$ cat config.mk
export PLATFORM = sky130hd
export DESIGN_NAME = obb_ovl_queue
export DESIGN_NICKNAME = d
export VERILOG_FILES = /design/src/rtl/obb_ovl_pkg.sv /design/src/rtl/obb_ovl_queue.sv
export SDC_FILE = /design/constraint.sdc
export NUM_CORES = 1
export LEC_CHECK = 0
export BUFFER_PORTS_ARGS = -buffer_cell sky130_fd_sc_hd__buf_2
export CORE_MARGIN = 2
export CORE_UTILIZATION = 52
export DETAILED_ROUTE_END_ITERATION = 8
export PLACE_DENSITY = 0.84
export SETUP_SLACK_MARGIN = 0.4
export SLEW_MARGIN = 20
export SYNTH_ARGS = -nofsm -noshare
export SYNTH_HDL_FRONTEND = slang
export SYNTH_SLANG_ARGS = --single-unit
$ cat constraint.sdc
create_clock -name clk_i -period 3.25 [get_ports clk_i]
set_input_delay 0.65 -clock clk_i [delete_from_list [all_inputs] [get_ports clk_i]]
set_output_delay 0.65 -clock clk_i [all_outputs]
set_load 0.01 [all_outputs]
$ cat src/rtl/obb_ovl_pkg.sv
// ----------------------------------------------------------------------------
// obb overlap package
// shared types, angle constants and the quarter wave sine generator
// ----------------------------------------------------------------------------
`timescale 1ns / 1ps

package obb_ovl_pkg;

  localparam int unsigned TRIG_FRAC_BITS_DEF = 16;

  localparam logic [12:0] QUARTER_TURN = 13'd1440;
  localparam logic [12:0] HALF_TURN    = 13'd2880;
  localparam logic [12:0] THREE_QTURN  = 13'd4320;
  localparam logic [12:0] FULL_TURN    = 13'd5760;
  localparam int unsigned ROM_DEPTH    = 1441;

  localparam logic [63:0] PI_Q30  = 64'd3373259426;
  localparam logic [63:0] ONE_Q30 = 64'd1 << 30;

  // raw box fields as they arrive
  typedef struct packed {
    logic signed [23:0] cx;
    logic signed [23:0] cy;
    logic [23:0]        w;
    logic [23:0]        h;
    logic [12:0]        ang;
  } box_raw_t;

  // centre in q.9, half extents in q.9 (equal to the q16.8 size)
  typedef struct packed {
    logic signed [24:0] cx;
    logic signed [24:0] cy;
    logic [23:0]        hx;
    logic [23:0]        hy;
  } box_geo_t;

  typedef struct packed {
    logic [10:0] idx;
    logic        neg;
  } trig_idx_t;

  typedef struct packed {
    logic full;
    logic empty;
  } q_stat_t;

  // sine of r/16 degree over a quarter wave, taylor to x^11 in q30
  function automatic logic [63:0] quarter_sin(input logic [10:0] r, input int unsigned fb);
    logic [63:0] x;
    logic [63:0] x2;
    logic [63:0] t;
    logic [63:0] s;
    x  = ({53'd0, r} * PI_Q30 + 64'd1440) / 64'd2880;
    x2 = (x * x + (64'd1 << 29)) >> 30;
    t  = ONE_Q30 - x2 / 64'd110;
    t  = ONE_Q30 - ((x2 * t) >> 30) / 64'd72;
    t  = ONE_Q30 - ((x2 * t) >> 30) / 64'd42;
    t  = ONE_Q30 - ((x2 * t) >> 30) / 64'd20;
    t  = ONE_Q30 - ((x2 * t) >> 30) / 64'd6;
    s  = (x * t) >> 30;
    s  = (s + (64'd1 << (29 - fb))) >> (30 - fb);
    if (s > (64'd1 << fb)) begin
      s = 64'd1 << fb;
    end
    return s;
  endfunction

endpackage

$ cat src/rtl/obb_ovl_queue.sv
// ----------------------------------------------------------------------------
// obb overlap queue
// two entry fifo between the trig front end and the geometry back end
// ----------------------------------------------------------------------------
`timescale 1ns / 1ps

module obb_ovl_queue #(
  parameter int unsigned W = 8
) (
  input  logic                 clk_i,
  input  logic                 rst_ni,
  input  logic                 push_i,
  input  logic [W-1:0]         data_i,
  input  logic                 pop_i,
  output logic [W-1:0]         data_o,
  output obb_ovl_pkg::q_stat_t stat_o
);

  logic [W-1:0] mem_q [2];
  logic         wr_ptr_q, wr_ptr_d;
  logic         rd_ptr_q, rd_ptr_d;
  logic [1:0]   cnt_q, cnt_d;
  logic         do_push, do_pop;

  assign stat_o.full  = (cnt_q == 2'd2);
  assign stat_o.empty = (cnt_q == 2'd0);
  assign do_push      = push_i && !stat_o.full;
  assign do_pop       = pop_i && !stat_o.empty;
  assign data_o       = mem_q[rd_ptr_q];

  always_comb begin
    wr_ptr_d = do_push ? ~wr_ptr_q : wr_ptr_q;
    rd_ptr_d = do_pop ? ~rd_ptr_q : rd_ptr_q;
    cnt_d    = cnt_q + {1'b0, do_push} - {1'b0, do_pop};
  end

  always_ff @(posedge clk_i or negedge rst_ni) begin
    if (!rst_ni) begin
      wr_ptr_q <= 1'b0;
      rd_ptr_q <= 1'b0;
      cnt_q    <= 2'd0;
    end else begin
      wr_ptr_q <= wr_ptr_d;
      rd_ptr_q <= rd_ptr_d;
      cnt_q    <= cnt_d;
    end
  end

  always_ff @(posedge clk_i) begin
    if (do_push) begin
      mem_q[wr_ptr_q] <= data_i;
    end
  end

endmodule

# After elaboration in Yosys (flattened, before gate mapping)
# Memory sizes are Yosys's and may differ from the RTL's.
# Index checks and enable logic that the tools add are counted.
[totals] out_inout_bits=10 mem_bits_rw=16 regBits=4 mem_count=1
[op_classes] bitwise=2 muxes=2 reduce_logical=5 eq_ne=1 add_sub_neg=2
[memory_table] memory="mem_q" depth=2 word_bits=8 read_ports=1 rd_ports_with_merged_regs=0 wr=1 line="obb_ovl_queue.sv:19" rtl="logic [W-1:0] mem_q [2];"
[ops] operator="$add 2x1->2" n=1
[ops] operator="$eq 2x2->1 const B" n=1
[ops] operator="$logic_and 1x1->1" n=2
[ops] operator="$logic_not 1->1" n=2
[ops] operator="$logic_not 2->1" n=1
[ops] operator="$mux 1" n=2
[ops] operator="$not 1->1" n=2
[ops] operator="$sub 2x1->2" n=1

# Depth between registers and ports, before layout
# Gate-level depths: netlist (run 1).
[logic_depth] depth_word=5 depth_mapped=7 ltp_nobuf=7

# Least setup slack after synthesis (run 1)
# OpenSTA, ideal clock, no wires.
[synth_path] path_kind="input to register" from="input port pop_i" to="register cnt_q[1]" n_path_buf=0 arrival_time_ps=1515 path_stages=6 setup_ps=123 required_ps=3127 slack_ps=1612 cell_sequence="nor2b_2 ha_1 inv_1 ha_1 xnor2_1 xnor2_1"
[synth_between] elab_chain_len=2
[synth_lines] item="start, declared" line="obb_ovl_queue.sv:14" rtl="input logic pop_i,"
[synth_lines] item="$logic_and 1x1->1" line="obb_ovl_queue.sv:28" rtl="assign do_pop = pop_i && !stat_o.empty;"
[synth_lines] item="$sub 2x1->2" line="obb_ovl_queue.sv:34" rtl="cnt_d = cnt_q + {1'b0, do_push} - {1'b0, do_pop};"
[synth_lines] item="via cnt_d[1]" line="obb_ovl_queue.sv:22" rtl="logic [1:0] cnt_q, cnt_d;"
[synth_lines] item="end signal, assigned" line="obb_ovl_queue.sv:45" rtl="cnt_q <= cnt_d;"
[synth_lines] item="end, declared" line="obb_ovl_queue.sv:22"
# The timed path passes the listed nets, and every way through them passes these cells.
# A chain may end at the register's enable or synchronous reset.

# Worst setup path after layout (run 1)
[layout_path] from="register rd_ptr_q" to="output port data_o[6]"
[layout_between] elab_chain_len=1
[layout_lines] item="start, declared" line="obb_ovl_queue.sv:21" rtl="logic rd_ptr_q, rd_ptr_d;"
[layout_lines] item="start signal, assigned" line="obb_ovl_queue.sv:44" rtl="rd_ptr_q <= rd_ptr_d;"
[layout_lines] item="$mem_v2 2x8"
[layout_lines] item="end, declared" line="obb_ovl_queue.sv:15" rtl="output logic [W-1:0] data_o,"
# Every way passes these cells.

==> qor.yml, run 1 <==
status:
  status: "finished clean"
final_layout:
  drive_above_1_share: 0.4925
  utilization: 0.6821
  final_net_count: 82
  final_common_cell: "buf_2"
  diodes: 0
  instances_no_fill: 82
  mostFrequentLayoutCells: "buf_2 (21), edfxtp_1 (16), mux2_2 (8)"
  syn2layout_area_growth_pct: 18.71
clock_network:
  cts_setup_buffers: 0
  cts_tree: "yes"
  cts_buffers: 3
  cts_buffer_depth: 2
  cts_resized: 0
  clkSlewWorstSetupHoldPaths_ps: 100
  cts.sinks: 20
  worstSkewPairLatency_ps: 280
  ctsRootBufferMaster: "clkbuf_4"
  cts_htree_levels: 1
  cts_hold_buffers: 0
route:
  post_drt_wl_per_cell_um: 13.90
  dr.pass1.iters: 4
  num_vias: 415
  initialDrtViolationCount: 7
  routed_wl_um: 1140
  ant_nets: 0
  viasPerCell: 5.061
  route.detailed.drc: 0
floorplanning:
  start_util: 0.5746
  fp.dieArea_um2: 1817
  die_w_um: 42.63
  core_um2: 1350
  die_h_um: 42.63
  rows: 13
  io_pins: 22
power:
  p_per_area_nw_per_um2: 852.1
  ir_worst_vdd_v: 0.0004724
  p_leak_nw: 0.3837
place:
  post-place-cells: 78
  hpwl_um: 895.2
  gp_congestion: 0.6872
  port-buffer-count: 21
timing:
  holdWs_ps: 150.2
  tightest_slew_ps: 699.7
  drv_slew: 0
  max_slew_margin: 0.5318
  final-hold-violation-count: 0
  grt_setup_unrepaired: "false"
  fmax_mhz: 489.5
  fin_setup_tns_ps: 0
  period_needed_ps: 2043
  min_period_over_period: 0.6286
  skew_ps: 0.8386
  setup_viol: 0
critical_path:
  crit_type: "register to output port"
  r2r_start: "cnt_q[1]"
  worst_setup_path_end_kind: "output port"
  critical_path_required_ps: 2600
  cp-start-kind: "register"
  worstPathMaxFanout: 9
  cp.arrival_ps: 1390
  worstSetupStartpoint: "rd_ptr_q"
grt:
  grt_pass1_vias: 437
  grt_max_degree: 12
  antenna_found_initial: 0
  grt_usage: 0.1444
  gr-total-overflow: 0
  grt_pass1_wl_um: 1925
synthesis:
  syn_avg_cell_area_um2: 18.04
  ys.warnings.count: 0
  synth_nets: 57
  synth-seq-cells: 20
  netlist_instances: 43
  ys_seq_area_frac: 0.7484
  yosysUniqueCellTypes: 13
  syn_area_um2: 775.7
worst_hold_path:
  hold_class: "primary input to async pin"
run:
  cap_violations: 0
==> sequential cells by signal (all words and copies together) (netlist names) <==
signal and cells:
cnt_q 2, mem_q 16, rd_ptr_q 1, wr_ptr_q 1
==> Yosys cell counts (all sizes together) <==
cell type  count  area (um^2)
edfxtp        16        480.5
ha             2        25.02
mux2           8        90.09
xnor2          3        26.28
dfrtp          4        100.1
nand2b         1        6.260
nor2b          1        8.760
nand2          1        3.750
nor2           2        7.510
xor2           1        8.760
inv            2        7.510
and3           1        6.260
buf            1        5.000
==> final timing paths <==
| path | endpoint | slack [ps] | cells after the start |
|---|---|---|---|
| hold reg to reg | wr_ptr_q | 500 | 1 |
| max in group asynchronous | cnt_q[0] | 2980 | 1 |
| hold / removal | cnt_q[1] | 150 | 1 |
| setup / recovery | data_o[6] | 1210 | 2 |
| min in group clk_i | wr_ptr_q | 500 | 1 |
| setup reg to reg | cnt_q[1] | 1690 | 7 |
==> layout make-up <==
type,instances,area [um^2]
Tap cell,15,18.77
Multi-Input combinational cell,20,182.7
Sequential cell,20,580.6
Inverter,2,7.507
Fill cell,96,429.2
Timing Repair Buffer,21,105.1
Clock buffer,4,26.28
==> through the flow <==
step	worst slack, ps	power (mW)	cell area, um^2
detailed placement	1432	0.6802	894.6
floorplan	1612	0.5881	775.7
finish	1207	0.7847	920.9
CTS	1195	0.7938	920.9
global route	1139	0.8364	920.9
global placement	1503	0.6649	894.6
==> critical path: stages, from the launching register on <==
cell	delay, ps
dfrtp_1	580
mux2_2	390
buf_2	140
==> metal layers <==
layer | GRT usage | vias to the layer above | wire (um)
met3 | 0.02586 | 0 | 54
met4 | 0.05625 | 0 | 0
met1 | 0.1696 | 201 | 460
li1 | - | 203 | -
met2 | 0.2576 | 11 | 625
met5 | 0 | - | 0
==> report_power, final <==
group	internal [mW]	leakage, nW	total (mW)	switching (mW)
Sequential	0.359	0.195	0.406	0.0470
Combinational	0.135	0.174	0.264	0.130
Clock	0.0476	0.0150	0.115	0.0669
Total	0.541	0.384	0.785	0.244
==> logic make-up (layout without fill, tap and decap cells) <==
logic type | after synthesis | in the layout | share of synthesized area
xor+xnor | 4 | 4 | 0.04517
mux | 8 | 8 | 0.1161
simple gates | 6 | 6 | 0.04195
buf+inv | 3 | 27 | 0.01613
fa+ha+maj | 2 | 2 | 0.03225
flops | 20 | 20 | 0.7484
Power figures use the tool's default switching activity.
==> run 2: changes to the inputs <==
- CORE_UTILIZATION: 52 -> 48
- PLACE_DENSITY: 0.84 -> 0.79
- clock period: 3.25 -> 2 ns (I/O delays scaled with it)
==> qor.yml, run 2 (synthesized netlist as in run 1, its figures left out) <==
clock_network:
  cts_htree_levels: 1  # unchanged
  cts_tree: "yes"
  worstSkewPairLatency_ps: 290  # about the same
  cts.sinks: 20  # unchanged
  ctsRootBufferMaster: "clkbuf_4"
  cts_buffers: 3  # unchanged
  clkSlewWorstSetupHoldPaths_ps: 100  # about the same
  cts_buffer_depth: 2  # unchanged
critical_path:
  worst_setup_path_end_kind: "output port"
  worstSetupStartpoint: "rd_ptr_q"
  cp.arrival_ps: 1250  # -140 ps
  crit_type: "register to output port"
  critical_path_required_ps: 1600  # -1000 ps
  worstPathMaxFanout: 5  # -4
  r2r_start: "cnt_q[1]"
  cp-start-kind: "register"
  crit_path_frequent_cell: "buf_6"
  cpPeakStageDelay_ps: 380  # -200 ps
  cp_cell_sequence: "buf_6, mux2_2, buf_6"
  slowest_stage: "dfrtp_2"
floorplanning:
  die_w_um: 44.20  # +3.7%
  fp.dieArea_um2: 1954  # +7.5%
  core_um2: 1506  # +12%
  die_h_um: 44.20  # +3.7%
  rows: 14  # +1
  io_pins: 22  # unchanged
  start_util: 0.5150  # -0.05966
final_layout:
  largest_register: "mem_q"
  final_common_cell: "edfxtp_1"
  multi_input_area_um2: 190.2  # +4.1%
  final_net_count: 88  # +7.3%
  final_cell_area_um2: 1036  # +12%
  seq_area_um2: 581.8  # +0.22%
  syn2layout_area_growth_pct: 33.55
  mostFrequentLayoutCells: "edfxtp_1 (16), buf_2 (13), buf_6 (10)"
  diodes: 0  # unchanged
  largest_reg_flops: 16  # unchanged
  largestRegisters: "mem_q (16), cnt_q (2)"
  instances_no_fill: 89  # +8.5%
  num-fill-cells: 112  # +17%
  drive_above_1_share: 0.5479  # +0.05541
timing:
  max_slew_margin: 0.7301  # +0.1983
  final-hold-violation-count: 0  # unchanged
  period_needed_ps: 1647
  min_period_over_period: 0.8235
  setup_viol: 0  # unchanged
  fin_setup_tns_ps: 0  # unchanged
  grt_setup_unrepaired: "true"
  fmax_mhz: 607.1
  drv_slew: 0  # unchanged
  skew_ps: 6.600  # +5.761 ps
  tightest_slew_ps: 404.8  # -294.9 ps
  fin_ws_ps: 352.9  # -854.1 ps
place:
  port-buffer-count: 21  # unchanged
  hpwl_um: 785.1  # -12%
  place_ws_ps: 449.7  # -982.2 ps
  dpl-instance-area_um2: 903.4  # +0.98%
  gp_congestion: 0.8028  # +17%
  post-place-cells: 80  # +2.6%
route:
  dr.pass1.iters: 2  # -2
  routed_wl_um: 1167  # +2.4%
  viasPerCell: 4.820  # -4.8%
  initialDrtViolationCount: 9  # +2
  num_vias: 429  # +3.4%
  route.detailed.drc: 0  # unchanged
  ant_nets: 0  # unchanged
  post_drt_wl_per_cell_um: 13.11  # -5.7%
worst_hold_path:
  min-delay-start: "data_i[0]"
  hold_class: "primary input to register"
power:
  p_int_mw: 1.042  # +93%
  p_per_area_nw_per_um2: 1421  # +67%
  combPwrFrac: 0.448  # +0.111
  seq_power_share: 0.429  # -0.088
  p_leak_nw: 0.4349  # +13%
  ir_worst_vdd_v: 0.0007735  # +64%
  swShare: 0.2924  # -0.01807
  pwr-share-clk: 0.123  # -0.023
  p_switching_mw: 0.4306  # +77%
grt:
  grt_pass1_wl_um: 1856  # -3.6%
  grt_max_degree: 12  # unchanged
  antenna_found_initial: 0  # unchanged
  grt_usage: 0.1399  # -0.004564
  grt_pass1_vias: 449  # +2.7%
  gr-total-overflow: 0  # unchanged
status:
  status: "finished clean"
run:
  cap_violations: 0  # unchanged
## run 2: metal layers
metal  part of all wire  vias to the layer above  track usage
li1                   -                      216            -
met3              0.047                        2      0.06122
met4             0.0077                        0      0.05455
met1               0.43                      201       0.1560
met5                  0                        -            0
met2               0.52                       10       0.2353
## run 2: cell type report
class / instances / share of cell area
Clock buffer: 3 / 0.02174
Sequential cell: 20 / 0.5616
Tap cell: 16 / 0.01932
Timing Repair Buffer: 27 / 0.2029
Clock inverter: 1 / 0.003623
Multi-Input combinational cell: 20 / 0.1836
Inverter: 2 / 0.007246
## run 2: worst paths after layout
kind / endpoint / slack [ps] / depth (start not counted)
worst min register to register: wr_ptr_q / 500 / 1
max in group asynchronous: rd_ptr_q / 1430 / 2
min in group asynchronous: cnt_q[0] / 440 / 2
worst max register to register: cnt_q[1] / 440 / 7
worst min-delay path: mem_q[0][0] / 290 / 1
worst max-delay path: data_o[7] / 350 / 3
## run 2: worst max-delay path: cells and delay by family (launching register included)
kind / cells / cell delay, ps
buf+inv: 2 / 240
flops: 1 / 380
mux: 1 / 340
## run 2: repair_timing
action,in CTS,in global routing
hold buffers,1,0
buffers inserted,3,1
endpoints found under the setup margin,8,9
resized for setup,8,6
endpoints found under the hold margin,4,0
## run 2: through the flow
step / util / total power, mW / hold slack (ps)
after floorplan: - / 0.9556 / 104.4
final: 0.6877 / 1.472 / 292.2
after global routing: 0.6877 / 1.571 / 269.5
after global placement: 0.5997 / 1.092 / 211.1
after CTS: 0.6586 / 1.400 / 284.8
after detailed placement: 0.5997 / 1.111 / 211.8
## run 2: power groups by stage
stage / Clock (mW) / Combinational, mW / Sequential [mW]
after floorplan: 0 / 0.333 / 0.623
after global placement: 0 / 0.431 / 0.661
after detailed placement: 0 / 0.444 / 0.667
after CTS: 0.190 / 0.580 / 0.630
after global routing: 0.208 / 0.720 / 0.642
final: 0.181 / 0.659 / 0.632
==> run 3: changes to the inputs <==
- clock period: 2 -> 1.6 ns (I/O delays scaled with it)
==> qor.yml, run 3 (synthesized netlist as in run 1, its figures left out) <==
timing:
  fmax_mhz: 622.0
  max_slew_margin: 0.8318  # +0.1016
  holdWs_ps: 209.7  # -82.51 ps
  skew_ps: 1.144  # -5.456 ps
  fin_setup_tns_ps: -13.70  # -13.70 ps
  grt_setup_unrepaired: "true"
  setup_viol: 5  # +5
  period_needed_ps: 1608
  tightest_slew_ps: 251.7  # -153.1 ps
  drv_slew: 0  # unchanged
  final-hold-violation-count: 0  # unchanged
  min_period_over_period: 1.005
  fin_ws_ps: -7.665  # -360.6 ps
critical_path:
  rr_worst_depth: 7  # unchanged
  worstReg2RegEnd: "cnt_q[1]"
  rrSetupSlack_ps: 100  # -340 ps
  cp.arrival_ps: 1290  # +40 ps
  crit_type: "register to output port"
  cp-start-kind: "register"
  cpPeakStageDelay_ps: 450  # +70 ps
  worst_setup_path_end_kind: "output port"
  r2r_start: "cnt_q[0]"
  worstPathMaxFanout: 4  # -1
  crit_path_frequent_cell: "buf_6"
  cp_cell_sequence: "buf_6, mux2_4, buf_6"
  slowest_stage: "dfrtp_2"
  critical_path_required_ps: 1280  # -320 ps
final_layout:
  num-fill-cells: 96  # -14%
  final_cell_area_um2: 1205  # +16%
  syn2layout_area_growth_pct: 55.32
  final_common_cell: "buf_6"
  drive_above_1_share: 0.7284  # +0.1804
  largest_register: "mem_q"
  instances_no_fill: 97  # +9.0%
  largest_reg_flops: 16  # unchanged
  mostFrequentLayoutCells: "buf_6 (17), edfxtp_1 (16), buf_2 (11)"
  diodes: 0  # unchanged
  utilization: 0.7998  # +0.1121
  largestRegisters: "mem_q (16), cnt_q (2)"
  final_net_count: 96  # +9.1%
clock_network:
  worstSkewPairLatency_ps: 290  # about the same
  ctsRootBufferMaster: "clkbuf_4"
  cts_buffers: 3  # unchanged
  cts_htree_levels: 1  # unchanged
  clkSlewWorstSetupHoldPaths_ps: 100  # about the same
  cts_tree: "yes"
  cts_buffer_depth: 2  # unchanged
  cts.sinks: 20  # unchanged
route:
  dr.pass1.iters: 4  # +2
  drt-met1-wl_um: 663  # +33%
  num_vias: 489  # +14%
  ant_nets: 0  # unchanged
  routed_wl_um: 1553  # +33%
  post_drt_wl_per_cell_um: 16.01  # +22%
  topRoutingLayerUsed: "met4"
  dr_wl_met3_um: 31  # -44%
  wl_met2_um: 833  # +38%
  viasPerCell: 5.041  # +4.6%
  route.detailed.drc: 0  # unchanged
  initialDrtViolationCount: 8  # -1
floorplanning:
  start_util: 0.5150  # unchanged
  die_h_um: 44.20  # unchanged
  fp.dieArea_um2: 1954  # unchanged
  core_um2: 1506  # unchanged
  rows: 14  # unchanged
  die_w_um: 44.20  # unchanged
  io_pins: 22  # unchanged
grt:
  grt_usage: 0.1684  # +0.02855
  grt_pass1_wl_um: 2214  # +19%
  grt_pass1_vias: 473  # +5.3%
  gr-total-overflow: 0  # unchanged
  grt_max_degree: 12  # unchanged
  antenna_found_initial: 0  # unchanged
worst_hold_path:
  hold_depth: 1  # unchanged
  min-delay-start: "data_i[0]"
  hold_class: "primary input to register"
  holdPathEnd: "mem_q[1][0]"
status:
  violations: "setup timing"
  status: "finished with violations"
power:
  ir_worst_vdd_v: 0.001345  # +74%
  design_power_total_mw: 2.258  # +53%
  p_per_area_nw_per_um2: 1874  # +32%
  p_leak_nw: 0.5014  # +15%
place:
  dpl-instance-area_um2: 924.6  # +2.4%
  post-place-cells: 79  # -1.3%
  gp_congestion: 0.7172  # -11%
  hpwl_um: 849.6  # +8.2%
  place_ws_ps: 78.18  # -371.5 ps
  port-buffer-count: 21  # unchanged
run:
  cap_violations: 0  # unchanged
==> run 3: report_power, final <==
group	switching [mW]	internal, mW	total (mW)
Sequential	0.104	0.733	0.836
Clock	0.143	0.0907	0.234
Combinational	0.457	0.731	1.19
==> run 3: critical path: cells and delay by family (launching register included) <==
kind / cells / cell delay [ps]
flip-flops: 1 / 450
multiplexers: 1 / 290
buffers and inverters: 2 / 260
==> run 3: cell type report <==
cell class              instances  area (um^2)  share of cell area
multi-input cells              20        266.5              0.2212
flip-flops and latches         20        583.1              0.4839
clock inverters                 1        3.754            0.003115
repair buffers                 35        301.5              0.2503
inverters                       2        7.507            0.006231
clock buffers                   3        22.52             0.01869
well taps                      16        20.02             0.01661
==> run 3: timing repair <==
item | 4_1_cts | 5_1_grt
cloned | 0 | 0
resized for setup | 24 | 6
pin swaps | 7 | 8
endpoints found under the setup margin | 28 | 20
endpoints found under the hold margin | 4 | 0
buffers inserted | 8 | 5
hold buffers | 1 | 0
==> run 3: layer usage <==
layer	track usage	vias to the layer above
met2	0.2794	9
met3	0.03673	4
met5	0	-
met4	0.09091	0
met1	0.2050	245
li1	-	231
==> run 3: how the worst max path moves through the flow <==
stage	endpoint	startpoint	cells past startpoint	slack (ps)
detailed placement	cnt_q[1]	cnt_q[0]	7	80
floorplan	cnt_q[1]	cnt_q[1]	7	150
CTS	data_o[2]	rd_ptr_q	3	10
global route	data_o[2]	rd_ptr_q	3	-50
global placement	cnt_q[1]	cnt_q[0]	7	120
finish	data_o[2]	rd_ptr_q	3	-8
